===== config.mk =====
export PLATFORM = sky130hd
export DESIGN_NAME = grid_crossing_interpolator_flat
export DESIGN_NICKNAME = d
export VERILOG_FILES = /design/src/gci_pkg.sv /design/src/gci_in_if.sv /design/src/gci_out_if.sv /design/src/gci_mul.sv /design/src/gci_div.sv /design/src/grid_crossing_interpolator.sv /design/src/flat_wrapper.sv
export SDC_FILE = /design/constraint.sdc
export NUM_CORES = 1
export LEC_CHECK = 0
export BUFFER_PORTS_ARGS = -buffer_cell sky130_fd_sc_hd__buf_4
export CAP_MARGIN = 40
export CORE_MARGIN = 2
export CORE_UTILIZATION = 57
export CTS_CLUSTER_DIAMETER = 80
export DETAILED_ROUTE_END_ITERATION = 8
export GPL_TIMING_DRIVEN = 0
export PLACE_DENSITY_LB_ADDON = 0.15
export SYNTH_ARGS = -nofsm -noshare
export SYNTH_HDL_FRONTEND = slang
export SYNTH_SLANG_ARGS = --single-unit

===== constraint.sdc =====
create_clock -name clk_i -period 4.2 [get_ports clk_i]
set_clock_uncertainty 0.1 [all_clocks]
set_input_delay 0.21 -clock clk_i [delete_from_list [all_inputs] [get_ports clk_i]]
set_output_delay 0.21 -clock clk_i [all_outputs]
set_load 0.05 [all_outputs]

===== src/gci_pkg.sv =====
`timescale 1ns / 1ps
// ----------------------------------------------------------------------------
// gci_pkg
// Shared constants and types for the grid crossing interpolator.
// ----------------------------------------------------------------------------
package gci_pkg;

  // Default width of the signed Q16.16 value, threshold and coordinate fields
  localparam int unsigned DATA_WIDTH_DEF = 32;

  // Status of a bit-serial arithmetic unit
  typedef struct packed {
    logic busy;
    logic done;
  } unit_stat_t;

endpackage


===== src/gci_in_if.sv =====
`timescale 1ns / 1ps
// ----------------------------------------------------------------------------
// gci_in_if
// Grid point channel: sample, threshold, coordinate and row end marker.
// ----------------------------------------------------------------------------
interface gci_in_if import gci_pkg::*; #(
  parameter int unsigned DATA_WIDTH = DATA_WIDTH_DEF
) ();
  logic                         valid;
  logic                         ready;
  logic signed [DATA_WIDTH-1:0] sample_value;
  logic signed [DATA_WIDTH-1:0] threshold_value;
  logic signed [DATA_WIDTH-1:0] grid_coordinate;
  logic                         last_point;

  modport source (
    output valid, sample_value, threshold_value, grid_coordinate, last_point,
    input  ready
  );

  modport sink (
    input  valid, sample_value, threshold_value, grid_coordinate, last_point,
    output ready
  );
endinterface


===== src/gci_out_if.sv =====
`timescale 1ns / 1ps
// ----------------------------------------------------------------------------
// gci_out_if
// Result channel: crossing coordinate and found flag, one per row.
// ----------------------------------------------------------------------------
interface gci_out_if import gci_pkg::*; #(
  parameter int unsigned DATA_WIDTH = DATA_WIDTH_DEF
) ();
  logic                         valid;
  logic                         ready;
  logic signed [DATA_WIDTH-1:0] crossing_coordinate;
  logic                         root_found;

  modport source (
    output valid, crossing_coordinate, root_found,
    input  ready
  );

  modport sink (
    input  valid, crossing_coordinate, root_found,
    output ready
  );
endinterface


===== src/gci_mul.sv =====
`timescale 1ns / 1ps
// ----------------------------------------------------------------------------
// gci_mul
// Bit-serial unsigned shift-and-add multiplier, one multiplier bit per cycle.
// ----------------------------------------------------------------------------
module gci_mul import gci_pkg::*; #(
  parameter int unsigned OP_WIDTH = DATA_WIDTH_DEF + 1
) (
  input  logic                    clk_i,
  input  logic                    rst_ni,
  input  logic                    start_i,
  input  logic [OP_WIDTH-1:0]     a_i,
  input  logic [OP_WIDTH-1:0]     b_i,
  output logic [2*OP_WIDTH-1:0]   prod_o,
  output unit_stat_t              stat_o
);

  localparam int unsigned CNT_WIDTH = $clog2(OP_WIDTH);

  logic                  busy_q, done_q;
  logic [CNT_WIDTH-1:0]  cnt_q;
  logic [OP_WIDTH-1:0]   mcand_q;
  logic [2*OP_WIDTH-1:0] prod_q;
  logic [OP_WIDTH:0]     sum;

  // upper half accumulates, multiplier bits leave through the bottom
  assign sum = {1'b0, prod_q[2*OP_WIDTH-1:OP_WIDTH]}
             + (prod_q[0] ? {1'b0, mcand_q} : {(OP_WIDTH + 1){1'b0}});

  always_ff @(posedge clk_i or negedge rst_ni) begin
    if (!rst_ni) begin
      busy_q <= 1'b0;
      done_q <= 1'b0;
      cnt_q  <= '0;
    end else begin
      done_q <= 1'b0;
      if (start_i) begin
        busy_q <= 1'b1;
        cnt_q  <= CNT_WIDTH'(OP_WIDTH - 1);
      end else if (busy_q) begin
        if (cnt_q == '0) begin
          busy_q <= 1'b0;
          done_q <= 1'b1;
        end else begin
          cnt_q <= cnt_q - 1'b1;
        end
      end
    end
  end

  always_ff @(posedge clk_i) begin
    if (start_i) begin
      mcand_q <= a_i;
      prod_q  <= {{OP_WIDTH{1'b0}}, b_i};
    end else if (busy_q) begin
      prod_q <= {sum, prod_q[OP_WIDTH-1:1]};
    end
  end

  assign prod_o      = prod_q;
  assign stat_o.busy = busy_q;
  assign stat_o.done = done_q;

endmodule


===== src/gci_div.sv =====
`timescale 1ns / 1ps
// ----------------------------------------------------------------------------
// gci_div
// Bit-serial restoring divider, one dividend bit per cycle, floor quotient.
// ----------------------------------------------------------------------------
module gci_div import gci_pkg::*; #(
  parameter int unsigned DEN_WIDTH = DATA_WIDTH_DEF + 1
) (
  input  logic                     clk_i,
  input  logic                     rst_ni,
  input  logic                     start_i,
  input  logic [2*DEN_WIDTH-1:0]   num_i,
  input  logic [DEN_WIDTH-1:0]     den_i,
  output logic [DEN_WIDTH-1:0]     quo_o,
  output unit_stat_t               stat_o
);

  localparam int unsigned NUM_WIDTH = 2 * DEN_WIDTH;
  localparam int unsigned CNT_WIDTH = $clog2(NUM_WIDTH);

  logic                  busy_q, done_q;
  logic [CNT_WIDTH-1:0]  cnt_q;
  logic [NUM_WIDTH-1:0]  num_q;
  logic [DEN_WIDTH-1:0]  den_q;
  logic [DEN_WIDTH-1:0]  rem_q;
  logic [DEN_WIDTH-1:0]  quo_q;
  logic [DEN_WIDTH:0]    trial;
  logic [DEN_WIDTH:0]    trial_sub;
  logic                  fits;

  assign trial     = {rem_q, num_q[NUM_WIDTH-1]};
  assign fits      = trial >= {1'b0, den_q};
  assign trial_sub = trial - {1'b0, den_q};

  always_ff @(posedge clk_i or negedge rst_ni) begin
    if (!rst_ni) begin
      busy_q <= 1'b0;
      done_q <= 1'b0;
      cnt_q  <= '0;
    end else begin
      done_q <= 1'b0;
      if (start_i) begin
        busy_q <= 1'b1;
        cnt_q  <= CNT_WIDTH'(NUM_WIDTH - 1);
      end else if (busy_q) begin
        if (cnt_q == '0) begin
          busy_q <= 1'b0;
          done_q <= 1'b1;
        end else begin
          cnt_q <= cnt_q - 1'b1;
        end
      end
    end
  end

  // the remainder stays below the divisor, so it fits DEN_WIDTH bits
  always_ff @(posedge clk_i) begin
    if (start_i) begin
      num_q <= num_i;
      den_q <= den_i;
      rem_q <= '0;
      quo_q <= '0;
    end else if (busy_q) begin
      num_q <= {num_q[NUM_WIDTH-2:0], 1'b0};
      rem_q <= fits ? trial_sub[DEN_WIDTH-1:0] : trial[DEN_WIDTH-1:0];
      quo_q <= {quo_q[DEN_WIDTH-2:0], fits};
    end
  end

  assign quo_o       = quo_q;
  assign stat_o.busy = busy_q;
  assign stat_o.done = done_q;

endmodule


===== src/grid_crossing_interpolator.sv =====
`timescale 1ns / 1ps
// Row end results are registered: when the last point needs no interpolation, the result
//   is valid in the cycle after that point is accepted.
// The point that interpolates the crossing runs the bit-serial multiplier, then the
//   divider; no point is taken meanwhile. Otherwise one point per cycle, but a row
//   end waits for a free output slot. At most one interpolation per row.
// Reset (async, active low) clears row state and empties the output register.
// ----------------------------------------------------------------------------
// grid_crossing_interpolator
// Finds the first threshold crossing of a row and interpolates its abscissa.
// ----------------------------------------------------------------------------
module grid_crossing_interpolator import gci_pkg::*; #(
  parameter int unsigned DATA_WIDTH = DATA_WIDTH_DEF
) (
  input  logic       clk_i,
  input  logic       rst_ni,
  gci_in_if.sink     in_i,
  gci_out_if.source  out_o
);

  localparam int unsigned OP_WIDTH = DATA_WIDTH + 1;

  localparam logic [1:0] ST_IDLE = 2'd0;
  localparam logic [1:0] ST_MUL  = 2'd1;
  localparam logic [1:0] ST_DIV  = 2'd2;
  localparam logic [1:0] ST_EMIT = 2'd3;

  localparam logic [DATA_WIDTH+1:0] SAT_MAX = {3'b000, {(DATA_WIDTH - 1){1'b1}}};
  localparam logic [DATA_WIDTH+1:0] SAT_MIN = {3'b111, {(DATA_WIDTH - 1){1'b0}}};

  logic [1:0]            state_q, state_d;
  logic [DATA_WIDTH:0]   prev_diff_q, prev_diff_d;
  logic [DATA_WIDTH-1:0] prev_coord_q, prev_coord_d;
  logic                  row_start_q, row_start_d;
  logic                  seen_q, seen_d;
  logic [DATA_WIDTH-1:0] held_q, held_d;
  logic                  last_pend_q, last_pend_d;
  logic                  dx_neg_q, dx_neg_d;
  logic [DATA_WIDTH:0]   den_q, den_d;
  logic                  out_valid_q, out_valid_d;
  logic [DATA_WIDTH-1:0] out_coord_q, out_coord_d;
  logic                  out_found_q, out_found_d;

  logic                    in_acc;
  logic                    go_interp;
  logic                    load_out;
  logic                    clear_row;
  logic                    mul_start, div_start;
  logic [DATA_WIDTH:0]     diff_w, dx_w, mag, num;
  logic [DATA_WIDTH+1:0]   den_w;
  logic [2*OP_WIDTH-1:0]   prod;
  logic [DATA_WIDTH:0]     quo;
  logic [DATA_WIDTH+1:0]   base_x, off_x, res_w;
  logic [DATA_WIDTH-1:0]   res_sat;
  unit_stat_t              mul_stat, div_stat;

  assign in_acc = in_i.valid && in_i.ready;

  // difference and step to the previous point, one bit of headroom
  assign diff_w = {in_i.sample_value[DATA_WIDTH-1], in_i.sample_value}
                - {in_i.threshold_value[DATA_WIDTH-1], in_i.threshold_value};
  assign dx_w   = {in_i.grid_coordinate[DATA_WIDTH-1], in_i.grid_coordinate}
                - {prev_coord_q[DATA_WIDTH-1], prev_coord_q};
  assign mag    = dx_w[DATA_WIDTH] ? (~dx_w + 1'b1) : dx_w;
  assign num    = ~prev_diff_q + 1'b1;
  assign den_w  = {diff_w[DATA_WIDTH], diff_w} - {prev_diff_q[DATA_WIDTH], prev_diff_q};

  gci_mul #(
    .OP_WIDTH (OP_WIDTH)
  ) u_mul (
    .clk_i   (clk_i),
    .rst_ni  (rst_ni),
    .start_i (mul_start),
    .a_i     (mag),
    .b_i     (num),
    .prod_o  (prod),
    .stat_o  (mul_stat)
  );

  gci_div #(
    .DEN_WIDTH (OP_WIDTH)
  ) u_div (
    .clk_i   (clk_i),
    .rst_ni  (rst_ni),
    .start_i (div_start),
    .num_i   (prod),
    .den_i   (den_q),
    .quo_o   (quo),
    .stat_o  (div_stat)
  );

  // offset never exceeds |dx|, so the sum lands between the two coordinates
  assign base_x = {{2{prev_coord_q[DATA_WIDTH-1]}}, prev_coord_q};
  assign off_x  = {1'b0, quo};
  assign res_w  = dx_neg_q ? (base_x - off_x) : (base_x + off_x);

  always_comb begin
    priority if ($signed(res_w) > $signed(SAT_MAX)) begin
      res_sat = SAT_MAX[DATA_WIDTH-1:0];
    end else if ($signed(res_w) < $signed(SAT_MIN)) begin
      res_sat = SAT_MIN[DATA_WIDTH-1:0];
    end else begin
      res_sat = res_w[DATA_WIDTH-1:0];
    end
  end

  // a row end needs the output slot; other points may pass a pending result
  assign in_i.ready = (state_q == ST_IDLE)
                   && (!out_valid_q || out_o.ready || !in_i.last_point);

  always_comb begin
    state_d      = state_q;
    prev_diff_d  = prev_diff_q;
    prev_coord_d = prev_coord_q;
    row_start_d  = row_start_q;
    seen_d       = seen_q;
    held_d       = held_q;
    last_pend_d  = last_pend_q;
    dx_neg_d     = dx_neg_q;
    den_d        = den_q;
    go_interp    = 1'b0;
    load_out     = 1'b0;
    clear_row    = 1'b0;
    mul_start    = 1'b0;
    div_start    = 1'b0;
    out_coord_d  = held_q;
    out_found_d  = 1'b1;

    unique case (state_q)
      ST_IDLE: begin
        if (in_acc) begin
          if (!seen_q) begin
            if (!diff_w[DATA_WIDTH]) begin
              if (row_start_q) begin
                held_d = in_i.grid_coordinate;
                seen_d = 1'b1;
              end else begin
                go_interp   = 1'b1;
                mul_start   = 1'b1;
                den_d       = den_w[DATA_WIDTH:0];
                dx_neg_d    = dx_w[DATA_WIDTH];
                last_pend_d = in_i.last_point;
                state_d     = ST_MUL;
              end
            end else begin
              prev_diff_d  = diff_w;
              prev_coord_d = in_i.grid_coordinate;
              row_start_d  = 1'b0;
            end
          end
          if (in_i.last_point && !go_interp) begin
            load_out    = 1'b1;
            clear_row   = 1'b1;
            out_coord_d = seen_q ? held_q : in_i.grid_coordinate;
            out_found_d = seen_q || !diff_w[DATA_WIDTH];
          end
        end
      end
      ST_MUL: begin
        if (mul_stat.done) begin
          div_start = 1'b1;
          state_d   = ST_DIV;
        end
      end
      ST_DIV: begin
        if (div_stat.done) begin
          held_d  = res_sat;
          seen_d  = 1'b1;
          state_d = last_pend_q ? ST_EMIT : ST_IDLE;
        end
      end
      ST_EMIT: begin
        if (!out_valid_q || out_o.ready) begin
          load_out  = 1'b1;
          clear_row = 1'b1;
          state_d   = ST_IDLE;
        end
      end
      default: state_d = ST_IDLE;
    endcase

    if (clear_row) begin
      prev_diff_d  = '0;
      prev_coord_d = '0;
      row_start_d  = 1'b1;
      seen_d       = 1'b0;
      held_d       = '0;
    end
  end

  assign out_valid_d = load_out ? 1'b1 : (out_o.ready ? 1'b0 : out_valid_q);

  always_ff @(posedge clk_i or negedge rst_ni) begin
    if (!rst_ni) begin
      state_q      <= ST_IDLE;
      prev_diff_q  <= '0;
      prev_coord_q <= '0;
      row_start_q  <= 1'b1;
      seen_q       <= 1'b0;
      held_q       <= '0;
      last_pend_q  <= 1'b0;
      out_valid_q  <= 1'b0;
    end else begin
      state_q      <= state_d;
      prev_diff_q  <= prev_diff_d;
      prev_coord_q <= prev_coord_d;
      row_start_q  <= row_start_d;
      seen_q       <= seen_d;
      held_q       <= held_d;
      last_pend_q  <= last_pend_d;
      out_valid_q  <= out_valid_d;
    end
  end

  always_ff @(posedge clk_i) begin
    dx_neg_q <= dx_neg_d;
    den_q    <= den_d;
    if (load_out) begin
      out_coord_q <= out_coord_d;
      out_found_q <= out_found_d;
    end
  end

  assign out_o.valid               = out_valid_q;
  assign out_o.crossing_coordinate = out_coord_q;
  assign out_o.root_found          = out_found_q;

  // input is only taken while no interpolation is in flight
  a_ready_idle: assert property (@(posedge clk_i) disable iff (!rst_ni)
    in_i.ready |-> (state_q == ST_IDLE))
    else $error("input ready outside idle");

  a_mul_done: assert property (@(posedge clk_i) disable iff (!rst_ni)
    mul_stat.done |-> (state_q == ST_MUL) && !div_stat.busy)
    else $error("multiplier finished outside multiply phase");

  a_div_done: assert property (@(posedge clk_i) disable iff (!rst_ni)
    div_stat.done |-> (state_q == ST_DIV) && !mul_stat.busy)
    else $error("divider finished outside divide phase");

  // an interpolation always ends with the crossing recorded
  a_seen_after_div: assert property (@(posedge clk_i) disable iff (!rst_ni)
    (state_q == ST_DIV) && div_stat.done |=> seen_q)
    else $error("crossing not recorded after interpolation");

endmodule


===== src/flat_wrapper.sv =====
// flat-port wrapper written by rule: the top's interface ports become plain ports
module grid_crossing_interpolator_flat import gci_pkg::*;
#(
  parameter int unsigned DATA_WIDTH = DATA_WIDTH_DEF
)
  (clk_i, rst_ni, in_i_valid, in_i_sample_value, in_i_threshold_value, in_i_grid_coordinate, in_i_last_point, in_i_ready, out_o_valid, out_o_crossing_coordinate, out_o_root_found, out_o_ready);
  gci_in_if #(.DATA_WIDTH(DATA_WIDTH)) in_i_i ();
  gci_out_if #(.DATA_WIDTH(DATA_WIDTH)) out_o_i ();
  input  logic clk_i;
  input  logic rst_ni;
  input wire logic [$bits(in_i_i.valid)-1:0] in_i_valid;
  input wire logic [$bits(in_i_i.sample_value)-1:0] in_i_sample_value;
  input wire logic [$bits(in_i_i.threshold_value)-1:0] in_i_threshold_value;
  input wire logic [$bits(in_i_i.grid_coordinate)-1:0] in_i_grid_coordinate;
  input wire logic [$bits(in_i_i.last_point)-1:0] in_i_last_point;
  output wire logic [$bits(in_i_i.ready)-1:0] in_i_ready;
  output wire logic [$bits(out_o_i.valid)-1:0] out_o_valid;
  output wire logic [$bits(out_o_i.crossing_coordinate)-1:0] out_o_crossing_coordinate;
  output wire logic [$bits(out_o_i.root_found)-1:0] out_o_root_found;
  input wire logic [$bits(out_o_i.ready)-1:0] out_o_ready;
  assign in_i_i.valid = in_i_valid;
  assign in_i_i.sample_value = in_i_sample_value;
  assign in_i_i.threshold_value = in_i_threshold_value;
  assign in_i_i.grid_coordinate = in_i_grid_coordinate;
  assign in_i_i.last_point = in_i_last_point;
  assign in_i_ready = in_i_i.ready;
  assign out_o_valid = out_o_i.valid;
  assign out_o_crossing_coordinate = out_o_i.crossing_coordinate;
  assign out_o_root_found = out_o_i.root_found;
  assign out_o_i.ready = out_o_ready;
  grid_crossing_interpolator #(.DATA_WIDTH(DATA_WIDTH)) u_core (.clk_i(clk_i), .rst_ni(rst_ni), .in_i(in_i_i), .out_o(out_o_i));
endmodule

==> results by group <==
Outcome
  • Status: finished with violations
  • Failing checks: setup timing

Placement
  • Final Wtd Congestion: 0.917
  • Post-Place Cells: 4169
  • Pre-CTS setup slack: -1.45 ns
  • # port buffers: 135
  • DP HPWL: 64600 um

Route
  • Routed length on met3: 6800 um
  • WL met2: around 39000 um
  • Vias: 25900
  • WL met1: between 30000 and 40000 um
  • Routed Wire Length: 86700 um
  • Detail Route Antenna Nets: 0
  • Routed WL per cell: 19.8 um
  • 1st-iter DRT viols: 2132
  • DRT Pass-1 Iters: 6
  • Uppermost layer routed: met4
  • DRC: 0
  • Via density: 5.93

GRT
  • Overflow after GRT: 0
  • Vias in the first global route: 24900
  • GRT Total Usage: 31.7%
  • Largest net degree at the start of global routing: about 90
  • Initial antenna violation count: 0
  • First-pass GRT wire length: 133000 um

Synthesis
  • Mean cell area of the mapped netlist: approximately 8.8 um^2
  • Mapped Cells: around 3300
  • Most used DFF post-synth: edfxtp_1
  • Syn_nets: 3656
  • EDFF count, synth: around 230
  • Yosys warns: 0
  • Ys async rst share: 26.6%
  • Synth Register Bits: 451
  • Seq/Total Area, Yosys: 40.5%
  • Post-synthesis cell type count: 88
  • Mapped Area: roughly 0.030 mm^2

Critical path
  • Delay-heaviest family, CP: compound AO/OA/AOI/OAI gates
  • Max stage delay on crit path: 0.58 ns
  • CP Max Fanout: 7
  • Crit. End Element: flip-flop
  • CP max stage cell: or4_4
  • Setup CP Type: flip-flop to flip-flop
  • Worst path arrival time: 5.35 ns
  • Worst EP required: 4.59 ns
  • Crit path cell chain: or4_4, nor4b_4, nand2_2, nor2_1, nor2_1, xnor2_1, ha_1, a21o_1, a21o_1, a221o_1, a311o_2, a21bo_2, buf_6, mux2i_4, nand3_2, buf_8, buf_4, a32oi_2, o32ai_1
  • WP buf/inv: 3
  • Startpoint types: flip-flop

Clock tree
  • Max clock buf depth: 3
  • CTS Buf Count: 52
  • Clk slew on worst S/H paths: about 0.060 ns
  • Clock root cell: clkbuf_16
  • CTS tree: done
  • Clock Latency Late Sink: 0.62 ns
  • Maximum level of the CTS H-tree: 2
  • Clock sink total: 451

STA
  • RSZ-0062 raised after global routing: yes
  • Final Hold Vio Count: 0
  • Final worst-path cycle share: 118%
  • Setup violators final: 37
  • Final min period: approximately 5.0 ns
  • Final Max Tran Viols: 0
  • Final TNS setup: -23.46 ns
  • Hold Slack: about 0.014 ns
  • Setup slack after layout: -0.762 ns
  • Slew headroom: a little under two fifths
  • Slew at the pin closest to its max-slew limit: slightly above 0.9 ns
  • F_max: 202 MHz

Power
  • Sequential share of power: between 20% and 30%
  • Combinational share of power: 61.4%
  • Power, Total: between 20000 and 30000 uW
  • Worst vdd ir: 0.807 mV
  • Switching part of the total: 44.3%
  • P_int: 16200 uW
  • Clock power frac: 15.4%
  • Pwr/cell area: 822 mW/mm^2
  • Leakage: ~0.015 uW
  • Net Switching: 12900 uW

Die
  • Die Height: between 200 and 250 um
  • Starting Density: a little under three fifths
  • Floorplan core area: a little over 0.05 mm^2
  • Die ar.: 0.0537 mm^2
  • Die X: 232 um
  • Top Ports: 136
  • # rows: 83

Finish
  • Share of layout cells above drive strength 1: roughly 14%
  • Final nets: 3960
  • Area Growth Syn to Fin: 20.1%
  • Final Non-Filler Cells: 4372

Run
  • MaxCap Viol Count: 0

Min path
  • Worst Hold Class: input port to asynchronous set/reset pin
cell families (layout without fill, tap and decap cells):
| logic type | count (synthesis) | in the layout | share of synthesized area, % |
|---|---|---|---|
| adders and majority gates | 212 | 212 | 9.13 |
| muxes | 65 | 65 | 2.21 |
| AOI/OAI and AO/OA | 855 | 855 | 18.6 |
| xor gates and xnor gates | 246 | 246 | 7.32 |
| DFF | 451 | 451 | 40.5 |
| buffers and inverters | 373 | 721 | 4.89 |
| other | 0 | 1 | 0 |
| and+or+nand+nor | 1141 | 1141 | 17.4 |
final timing paths:
check	slack [ns]	depth (start not counted)	to	startpoint
max in group asynchronous	3.44	3	u_core.prev_coord_q[3]	rst_ni
min	0.01	3	u_core.u_div.cnt_q[3]	rst_ni
max reg2reg	-0.76	19	u_core.held_q[24]	u_core.u_div.quo_o[3]
min reg2reg	0.32	0	u_core.u_div.den_q[26]	u_core.den_q[26]
max	-0.76	19	u_core.held_q[24]	u_core.u_div.quo_o[3]
min in group clk_i	0.05	4	u_core.den_q[0]	in_i_threshold_value[0]
sequential cells by signal, indices dropped and copies added, names as in the netlist, 2 cells and up:
name                              flops
u_core.out_o.crossing_coordinate     32
u_core.u_div.rem_q                   33
u_core.u_div.quo_o                   33
u_core.u_mul.mcand_q                 33
u_core.den_q                         33
u_core.u_mul.cnt_q                    6
u_core.prev_coord_q                  32
u_core.prev_diff_q                   33
u_core.held_q                        32
u_core.u_div.den_q                   33
u_core.u_div.cnt_q                    7
u_core.u_mul.prod_o                  66
u_core.state_q                        2
u_core.u_div.num_q                   66
tightest hold or removal path: stages:
cell and delay (ns):
dlygate4sd3_1 0.54, buf_6 0.14, buf_12 0.21
synth_stat cells, drive strengths merged, types with 6 or more instances:
| master | number | area, um^2 |
|---|---|---|
| dfxtp | 99 | 1980 |
| a22oi | 28 | 210 |
| clkbuf | 101 | 379 |
| o21a | 40 | 300 |
| a41oi | 6 | 52.6 |
| fa | 6 | 120 |
| edfxtp | 232 | 6970 |
| o21bai | 20 | 150 |
| or2 | 11 | 68.8 |
| a211oi | 30 | 225 |
| inv | 240 | 901 |
| nor3 | 65 | 325 |
| buf | 30 | 156 |
| ha | 206 | 2580 |
| and2 | 44 | 277 |
| or4 | 8 | 63.8 |
| nor3b | 6 | 56.3 |
| nor4 | 17 | 106 |
| mux2i | 64 | 641 |
| dfrtp | 119 | 2980 |
| nor2b | 33 | 206 |
| o21ai | 172 | 861 |
| o31ai | 13 | 97.6 |
| nor2 | 285 | 1070 |
| and4 | 8 | 70.1 |
| or3 | 10 | 62.6 |
| o32ai | 34 | 373 |
| nand2b | 28 | 175 |
| and3 | 24 | 150 |
| xor2 | 65 | 569 |
| a31oi | 46 | 288 |
| xnor2 | 181 | 1590 |
| a21boi | 13 | 97.6 |
| a21oi | 268 | 1350 |
| a21o | 109 | 818 |
| nand2 | 506 | 1900 |
| nand4 | 26 | 163 |
| o211ai | 13 | 103 |
| nand3 | 51 | 255 |
per-layer routing:
layer / global-route usage (%) / up-vias
li1: - / 12400
met1: 45.5 / 12300
met2: 49.5 / 1018
met3: 4.08 / 185
met4: 10.8 / 0
met5: 0 / -
power groups by stage:
stage / sequential (uW) / clock [uW] / combinational (uW)
5_1_grt: 6850 / 4710 / 19300
3_3_place_gp: 6790 / 0 / 14100
2_1_floorplan: 6940 / 0 / 10500
3_5_place_dp: 6800 / 0 / 14500
6_report: 6750 / 4500 / 17900
4_1_cts: 6720 / 4550 / 16500
metrics by stage:
stage	utilization [%]	cell area (um^2)
detailed placement	62.0	31800
global placement	61.5	31600
floorplan	-	29700
CTS	67.9	34800
global route	69.2	35500
finish	69.2	35500
layout by cell type, fill, tap and decap left out, types with 23 or more instances in the layout:
master and instances:
ha_1 200, dfxtp_1 96, dfrtp_1 119, a21o_1 109, a31oi_1 42, nor2b_1 30, inv_1 233, a211oi_1 23
nor3_1 61, nand3_1 50, xnor2_1 169, a22oi_2 26, a21oi_1 247, nand4_1 26, nand2b_1 27, o21a_1 40
xor2_1 63, nor2_1 282, edfxtp_1 232, clkbuf_1 92, o21ai_0 151, and2_1 42, mux2i_1 62, buf_4 193
clkbuf_16 55, nand2_1 501, dlygate4sd3_1 37
cell type report:
type	instances	area, um^2
Timing Repair Buffer	254	2290
Inverter	242	930
Multi-Input combinational cell	2519	17100
Tap cell	680	851
Clock buffer	73	1490
Buffer	127	652
Fill cell	4028	15800
Antenna cell	1	2.50
Sequential cell	451	12000
Clock inverter	25	216
what timing repair did:
item	CTS	global route
setup buffers	45	21
hold buffers	38	0
setup endpoints to repair	205	192
cloned	3	2
pin swaps	41	66
hold endpoints to repair	220	0
gates resized for setup	125	104
Note: power is estimated with default switching activity, not from simulation.
